$ cat src/rtl/anc_pkg.sv
// ----------------------------------------------------------------------------
// anc_pkg: shared types and constants of the ARP neighbour cache
// Entry layout, result and operation codes, and the command and status
// structs that pass between the controller and the datapath.
// ----------------------------------------------------------------------------
package anc_pkg;

    // Neighbour states as stored in an entry.
    localparam logic [2:0] ST_REACHABLE = 3'd2;
    localparam logic [2:0] ST_STALE     = 3'd3;
    localparam logic [2:0] ST_FAILED    = 3'd5;

    localparam logic [15:0] OPC_REQUEST = 16'd1;
    localparam logic [15:0] OPC_REPLY   = 16'd2;

    localparam logic [15:0] TTL_RELOAD_RESET = 16'd300;

    typedef enum logic [1:0] {
        OP_ADD    = 2'd0,
        OP_LOOKUP = 2'd1,
        OP_AGE    = 2'd2,
        OP_PACKET = 2'd3
    } t_op;

    typedef enum logic [2:0] {
        RES_DONE    = 3'd0,
        RES_FULL    = 3'd1,
        RES_HIT     = 3'd2,
        RES_MISS    = 3'd3,
        RES_IGNORED = 3'd4
    } t_result;

    // What the held item asks for, after the packet opcode is decoded.
    typedef enum logic [1:0] {
        K_ADD,
        K_LOOKUP,
        K_AGE,
        K_IGNORE
    } t_kind;

    typedef enum logic [1:0] {
        SM_LOOKUP,
        SM_ADD,
        SM_VICTIM,
        SM_AGE
    } t_scan_mode;

    typedef enum logic [1:0] {
        WR_HIT,
        WR_APPEND,
        WR_AGE
    } t_wr_sel;

    typedef enum logic [2:0] {
        S_IDLE,
        S_DECODE,
        S_LOOKUP,
        S_MATCH,
        S_VICTIM,
        S_AGE,
        S_RESP
    } t_state;

    typedef struct packed {
        logic [31:0] ip;
        logic [47:0] mac;
        logic [2:0]  st;
        logic [15:0] ttl;
    } t_entry;

    typedef struct packed {
        logic       load_item;
        logic       scan_start;
        logic       scan_en;
        t_scan_mode mode;
        logic       wr_en;
        t_wr_sel    wr_sel;
        logic       used_inc;
        logic       res_load;
        t_result    res_code;
        logic       out_load;
    } t_cmd;

    typedef struct packed {
        t_kind kind;
        logic  hit;
        logic  scan_end;
        logic  full;
        logic  dv;
    } t_stat;

endpackage

$ cat src/rtl/anc_ctrl.sv
// ----------------------------------------------------------------------------
// anc_ctrl: controller of the ARP neighbour cache
// Sequences decode, table scans, writes and result delivery, and owns the
// input stall and the output valid.
// ----------------------------------------------------------------------------
module anc_ctrl
    import anc_pkg::*;
(
    input  logic  i_clk,
    input  logic  i_rst_n,
    input  logic  i_valid,
    output logic  o_stall,
    output logic  o_valid,
    input  logic  i_stall,
    input  t_stat i_stat,
    output t_cmd  o_cmd
);

    t_state r_state;
    t_state n_state;
    logic   r_out_valid;
    logic   n_out_valid;
    t_cmd   cmd;

    always_ff @(posedge i_clk) begin
        if (!i_rst_n) begin
            r_state     <= S_IDLE;
            r_out_valid <= 1'b0;
        end else begin
            r_state     <= n_state;
            r_out_valid <= n_out_valid;
        end
    end

    always_comb begin
        n_state = r_state;
        unique case (r_state)
            S_IDLE: begin
                if (i_valid) n_state = S_DECODE;
            end
            S_DECODE: begin
                unique case (i_stat.kind)
                    K_ADD:    n_state = S_MATCH;
                    K_LOOKUP: n_state = S_LOOKUP;
                    K_AGE:    n_state = S_AGE;
                    K_IGNORE: n_state = S_RESP;
                    default:  n_state = S_RESP;
                endcase
            end
            S_LOOKUP: begin
                if (i_stat.hit || i_stat.scan_end) n_state = S_RESP;
            end
            S_MATCH: begin
                priority if (i_stat.hit) n_state = S_RESP;
                else if (i_stat.scan_end) n_state = i_stat.full ? S_VICTIM : S_RESP;
                else n_state = S_MATCH;
            end
            S_VICTIM: begin
                if (i_stat.hit || i_stat.scan_end) n_state = S_RESP;
            end
            S_AGE: begin
                if (i_stat.scan_end) n_state = S_RESP;
            end
            S_RESP: begin
                if (!r_out_valid || !i_stall) n_state = S_IDLE;
            end
            default: n_state = S_IDLE;
        endcase
    end

    always_comb begin
        cmd          = '0;
        cmd.mode     = SM_AGE;
        cmd.wr_sel   = WR_HIT;
        cmd.res_code = RES_DONE;
        unique case (r_state)
            S_IDLE: begin
                cmd.load_item = i_valid;
            end
            S_DECODE: begin
                if (i_stat.kind == K_IGNORE) begin
                    cmd.res_load = 1'b1;
                    cmd.res_code = RES_IGNORED;
                end
            end
            S_LOOKUP: begin
                cmd.scan_en = 1'b1;
                cmd.mode    = SM_LOOKUP;
                priority if (i_stat.hit) begin
                    cmd.res_load = 1'b1;
                    cmd.res_code = RES_HIT;
                end else if (i_stat.scan_end) begin
                    cmd.res_load = 1'b1;
                    cmd.res_code = RES_MISS;
                end else begin
                    cmd.res_load = 1'b0;
                end
            end
            S_MATCH: begin
                cmd.scan_en = 1'b1;
                cmd.mode    = SM_ADD;
                priority if (i_stat.hit) begin
                    cmd.wr_en    = 1'b1;
                    cmd.wr_sel   = WR_HIT;
                    cmd.res_load = 1'b1;
                end else if (i_stat.scan_end) begin
                    if (i_stat.full) begin
                        cmd.scan_start = 1'b1;
                    end else begin
                        cmd.wr_en    = 1'b1;
                        cmd.wr_sel   = WR_APPEND;
                        cmd.used_inc = 1'b1;
                        cmd.res_load = 1'b1;
                    end
                end else begin
                    cmd.wr_en = 1'b0;
                end
            end
            S_VICTIM: begin
                cmd.scan_en = 1'b1;
                cmd.mode    = SM_VICTIM;
                priority if (i_stat.hit) begin
                    cmd.wr_en    = 1'b1;
                    cmd.wr_sel   = WR_HIT;
                    cmd.res_load = 1'b1;
                end else if (i_stat.scan_end) begin
                    cmd.res_load = 1'b1;
                    cmd.res_code = RES_FULL;
                end else begin
                    cmd.wr_en = 1'b0;
                end
            end
            S_AGE: begin
                cmd.scan_en = 1'b1;
                cmd.mode    = SM_AGE;
                cmd.wr_en   = i_stat.dv;
                cmd.wr_sel  = WR_AGE;
                if (i_stat.scan_end) begin
                    cmd.res_load = 1'b1;
                end
            end
            S_RESP: begin
                cmd.out_load = !r_out_valid || !i_stall;
            end
            default: begin
                cmd.load_item = 1'b0;
            end
        endcase
    end

    always_comb begin
        n_out_valid = r_out_valid;
        priority if (cmd.out_load) n_out_valid = 1'b1;
        else if (!i_stall) n_out_valid = 1'b0;
        else n_out_valid = r_out_valid;
    end

    assign o_cmd   = cmd;
    assign o_stall = (r_state != S_IDLE);
    assign o_valid = r_out_valid;

    ap_no_overwrite: assert property (@(posedge i_clk) disable iff (!i_rst_n)
        (r_out_valid && i_stall) |-> !cmd.out_load)
        else $error("output register overwritten while stalled");

    ap_write_in_scan: assert property (@(posedge i_clk) disable iff (!i_rst_n)
        cmd.wr_en |-> ((r_state == S_MATCH) || (r_state == S_VICTIM) || (r_state == S_AGE)))
        else $error("table write outside a scan");

    ap_load_valid: assert property (@(posedge i_clk) disable iff (!i_rst_n)
        cmd.out_load |=> r_out_valid)
        else $error("loaded result not presented");

endmodule
$ cat config.mk
export PLATFORM = sky130hd
export DESIGN_NAME = anc_ctrl
export DESIGN_NICKNAME = d
export VERILOG_FILES = /design/src/rtl/anc_pkg.sv /design/src/rtl/anc_ctrl.sv
export SDC_FILE = /design/constraint.sdc
export NUM_CORES = 1
export LEC_CHECK = 0
export BUFFER_PORTS_ARGS = -buffer_cell sky130_fd_sc_hd__buf_4
export CORE_AREA = 5 5 42 44
export CTS_BUF_LIST = sky130_fd_sc_hd__clkbuf_8
export CTS_CLUSTER_SIZE = 14
export DETAILED_ROUTE_END_ITERATION = 8
export DIE_AREA = 0 0 47 49
export GPL_TIMING_DRIVEN = 0
export PLACE_DENSITY = 0.67
export SYNTH_ARGS = -nofsm -noshare
export SYNTH_HDL_FRONTEND = slang
export SYNTH_SLANG_ARGS = --single-unit
export TNS_END_PERCENT = 1
$ cat constraint.sdc
create_clock -name i_clk -period 1.4 [get_ports i_clk]
set_input_delay 0.21 -clock i_clk [delete_from_list [all_inputs] [get_ports i_clk]]
set_output_delay 0.21 -clock i_clk [all_outputs]
set_load 0.01 [all_outputs]
# [Word-level counts from Yosys, hierarchy flattened]
# Cells that the tools add are included.
[word_totals] mem_bits_ro=0 word_cells=61 ram_bits=0 latch_bits=0 inputBits=10 register_bits=4 memories=0 out_inout_bits=16
[op_classes] multipliers=0 order_cmp=0 reduce_logical=9 n_eq_ne=14 bitwise_logic=0 mux=36 add_sub_neg=0 n_div=0 n_shift=0
[ops] operator="3-bit 2-to-1 mux" n=8
[ops] operator="3-bit one-hot mux with 4 select lines" n=2
[ops] operator="3-bit one-hot mux with 3 select lines" n=2
[ops] operator="3-bit one-hot mux with 6 select lines" n=1
[ops] operator="4-bit 2-to-1 mux" n=4
[ops] operator="1-bit 2-to-1 mux" n=15
[ops] operator="3-bit equality test (second input constant)" n=3
[ops] operator="3-bit by 2-bit equality test with 1-bit output (second input constant)" n=2
[ops] operator="2-bit inequality test (second input constant)" n=3
[ops] operator="5-bit 2-to-1 mux" n=1
[ops] operator="1-bit one-hot mux with 5 select lines" n=1
[ops] operator="2-bit equality test (second input constant)" n=2
[ops] operator="2-bit 2-to-1 mux" n=2
[ops] operator="2-bit by 1-bit inequality test with 1-bit output (second input constant)" n=2
[ops] operator="4-bit AND reduction" n=1
[ops] operator="3-bit by 1-bit equality test with 1-bit output (second input constant)" n=1
[ops] operator="3-bit zero test" n=1
[ops] operator="3-bit nonzero test" n=1
[ops] operator="2-bit by 1-bit equality test with 1-bit output (second input constant)" n=1
[ops] operator="1-bit zero test" n=2
[ops] operator="2-bit zero test" n=1
[ops] operator="1-bit logical OR" n=2
[ops] operator="2-bit OR reduction" n=1

# [Logic depth before layout (Yosys ltp)]
[logic_depth] depth_word=4 ltp_mapped=5 ltp_nobuf=4

# [Worst setup path after synthesis]
# OpenSTA, ideal clock, no wires.
[synth_timing] path_type="reg-to-output" startpoint="reg r_state[2]" endpoint="out o_cmd[1] (netlist bit)" path_slack_ps=80 arrival_ps=1110 required_time_ps=1190 path_stages_with_launch=6 path_buffers=1 path_cell_list="dfxtp_1 -> nand2b_1 -> buf_2 -> nand2_1 -> nand2_1 -> nor2_1"
[synth_lines] item="start: declaration" line_no="anc_ctrl.sv:19" text="t_state r_state;"
[synth_lines] item="start signal: assignment" line_no="anc_ctrl.sv:30" text="r_state <= n_state;"
[synth_lines] item="end: declaration" line_no="anc_ctrl.sv:16" text="output t_cmd o_cmd"

==> reports/results.tsv <==
stage	metric	value	unit
route	wire_per_inst	14.4	um
grt	antenna_found_initial	0	
pwr	p_leak	0.428	nW
setup_path	crit_type	flip-flop to output port	
clock_network	cts_tree	built	
logic_synthesis	syn_nets	78	
die	initial_core_util	34.6	%
route	vias	650	
logic_synthesis	ys_ff_latch	4	
clock_network	cts_made_buffers	3	
logic_synthesis	ys_warn_count	0	
route	routed_wl	1.74	mm
clock_network	cts.root.buffer_cell	clkbuf_8	
setup_path	cp_num_buf_inv	2	
final_layout	drive_above_1_share	59.0	%
timing	drv_slew	0	
setup_path	cp_slowest_cell	dfxtp_4	
die	ios	26	
timing	setup_viol	7	
pwr	power.density	2020	nW/um^2
setup_path	worstPathRequired	1.19	ns
die	die_height	49	um
worst_hold_path	hp-start	i_rst_n	
route	drtIter0Drc	13	
timing	final.min_clock_period	1.48	ns
grt	grt_max_degree	11	
final_layout	layout_commonest_cell	buf_4	
placed_design	hpwl	1.13	mm
die	core_area	1400	sq um
final_layout	final_util	66.7	%
worst_hold_path	hold_path_class	primary input to flip-flop	
timing	max_freq	674	MHz
grt	gr-total-overflow	0	
placed_design	gp_congestion	0.775	
final_layout	regArea	91.3	sq um
setup_path	startpoint_type	flip-flop	
grt	grt_pass1_wl	2.82	mm
die	rows	14	
setup_path	r2r_start	r_state[1]	
setup_path	startpoint	r_state[1]	
route	antenna_left	0	
clock_network	cts_hold_buf	0	
final_layout	final_cell_mix	30 x buf_4, 6 x buf_6, 6 x nor2_1, 6 x a21oi_1	
grt	grt_usage	16.5	%
final_layout	multiInputGateArea	427	sq um
outcome	violations	setup timing	
clock_network	clock_latency	0.21	ns
timing	worst_slew_pin_slew	0.319	ns
clock_network	htreeDepth	1	
pwr	p_total	1.89	mW
final_layout	diodes	0	
setup_path	crit_arrival	1.27	ns
timing	fin_tns_setup	-0.332	ns
die	dieArea	2300	sq um
flow_run	maxCapViolCount	0	
outcome	status	finished with violations	
die	die_w	47	um
timing	finalClockSkew	0.00411	ns
timing	final.setup.worst_slack	-0.0841	ns
timing	fin_crit_sh	106	%
setup_path	end_kind	output port	
logic_synthesis	synthCells	68	
route	drc	0	
route	via_per_inst	5.37	
timing	rsz0062_at_grt	true	
clock_network	cts.sinks	4	
logic_synthesis	synth_area	485	sq um
placed_design	pre_cts_ws	-0.0466	ns
grt	grt_pass1_vias	643	
setup_path	crit_family	flip-flops	
pwr	ir_drop	1320	uV
route	firstDrtPassIters	4	
setup_path	cp_cell_sequence	buf_12 -> nor2_4 -> and4_4 -> o21bai_4 -> buf_6	
clock_network	clkTransAtPathRegs	0.03	ns
logic_synthesis	ys_types	33	
timing	hold_viol_final	0	
final_layout	fillers	125	
timing	slew_headroom	78.7	%
logic_synthesis	syn_area_per_cell	7.14	sq um
logic_synthesis	ys_seq_area_share	16.5	%
final_layout	final_net_count	117	
clock_network	clockBufferDepth	2	
setup_path	critPathMaxStageDelay	0.36	ns
setup_path	path_max_fanout	4	
placed_design	portBuffers	25	
final_layout	synthToLayoutAreaGrowth	92.5	%
-- layer usage --
metal | routed length (um) | up-vias | track usage [%] | share of wire (%)
li1 | - | 325 | - | -
met1 | 670 | 296 | 19.7 | 39
met2 | 885 | 27 | 26.7 | 51
met3 | 167 | 2 | 5.54 | 9.6
met4 | 14 | 0 | 5.53 | 0.81
met5 | 0 | - | 0 | 0
-- synth_stat cells, drive strengths merged --
library cell / instances / area, sq um
a32o: 1 / 10.0
and2: 1 / 6.26
inv: 2 / 7.51
o211a: 1 / 10.0
a21oi: 6 / 30.0
o22a: 1 / 8.76
and3: 1 / 11.3
a41oi: 1 / 8.76
nor3b: 1 / 7.51
nand2: 7 / 26.3
o22ai: 2 / 18.8
dfxtp: 4 / 80.1
o21bai: 1 / 7.51
nor4: 2 / 12.5
or2: 1 / 6.26
a22oi: 1 / 7.51
a2bb2oi: 1 / 8.76
o32ai: 1 / 8.76
nand2b: 5 / 38.8
o31a: 1 / 8.76
nor3: 5 / 25.0
and4: 1 / 8.76
mux2i: 1 / 10.0
nor2b: 3 / 21.3
nor2: 9 / 38.8
o21ai: 3 / 15.0
buf: 5 / 42.5
-- registers in the layout (all words and copies together), names as in the netlist --
signal,flops
o_valid,1
r_state,3
-- stage by stage --
step	cells	instance area, sq um	hold WS [ns]
2_1_floorplan	68	485	0.332
3_3_place_gp	109	693	0.473
3_5_place_dp	109	693	0.471
4_1_cts	119	850	0.254
5_1_grt	121	935	0.255
6_report	121	935	0.257
-- logic make-up after synthesis --
logic type	after synthesis	synth area share (%)
simple gates	36	41.8
compound gates	20	29.4
buf+inv	7	10.3
flops	4	16.5
mux	1	2.06
-- power breakdown --
group          switching (mW)  internal (mW)  total (mW)  leakage [nW]
Sequential             0.0666          0.174       0.241        0.0348
Clock                  0.0508          0.183       0.233        0.0216
Combinational           0.637          0.777        1.41         0.372
-- layout make-up --
class | count | share of cell area (%)
multi-input combinational | 57 | 45.6
clock buffer | 3 | 4.42
tap | 16 | 2.14
buffer | 4 | 5.22
inverter | 2 | 0.803
sequential | 4 | 9.77
timing repair buffer | 35 | 32.0
-- final timing paths --
| kind | endpoint | slack, ns | depth (start not counted) |
|---|---|---|---|
| max | o_cmd[4] | -0.08 | 5 |
| max reg2reg | r_state[1] | 0.04 | 5 |
| min | o_valid | 0.26 | 2 |
| min reg2reg | o_valid | 0.65 | 3 |
-- timing repair --
action	CTS	global route
gates resized for setup	14	13
setup buffers	7	3
pin swaps	4	8
setup endpoints to repair	12	13
endpoints found under the hold margin	0	0
Power figures use the tool's default switching activity.
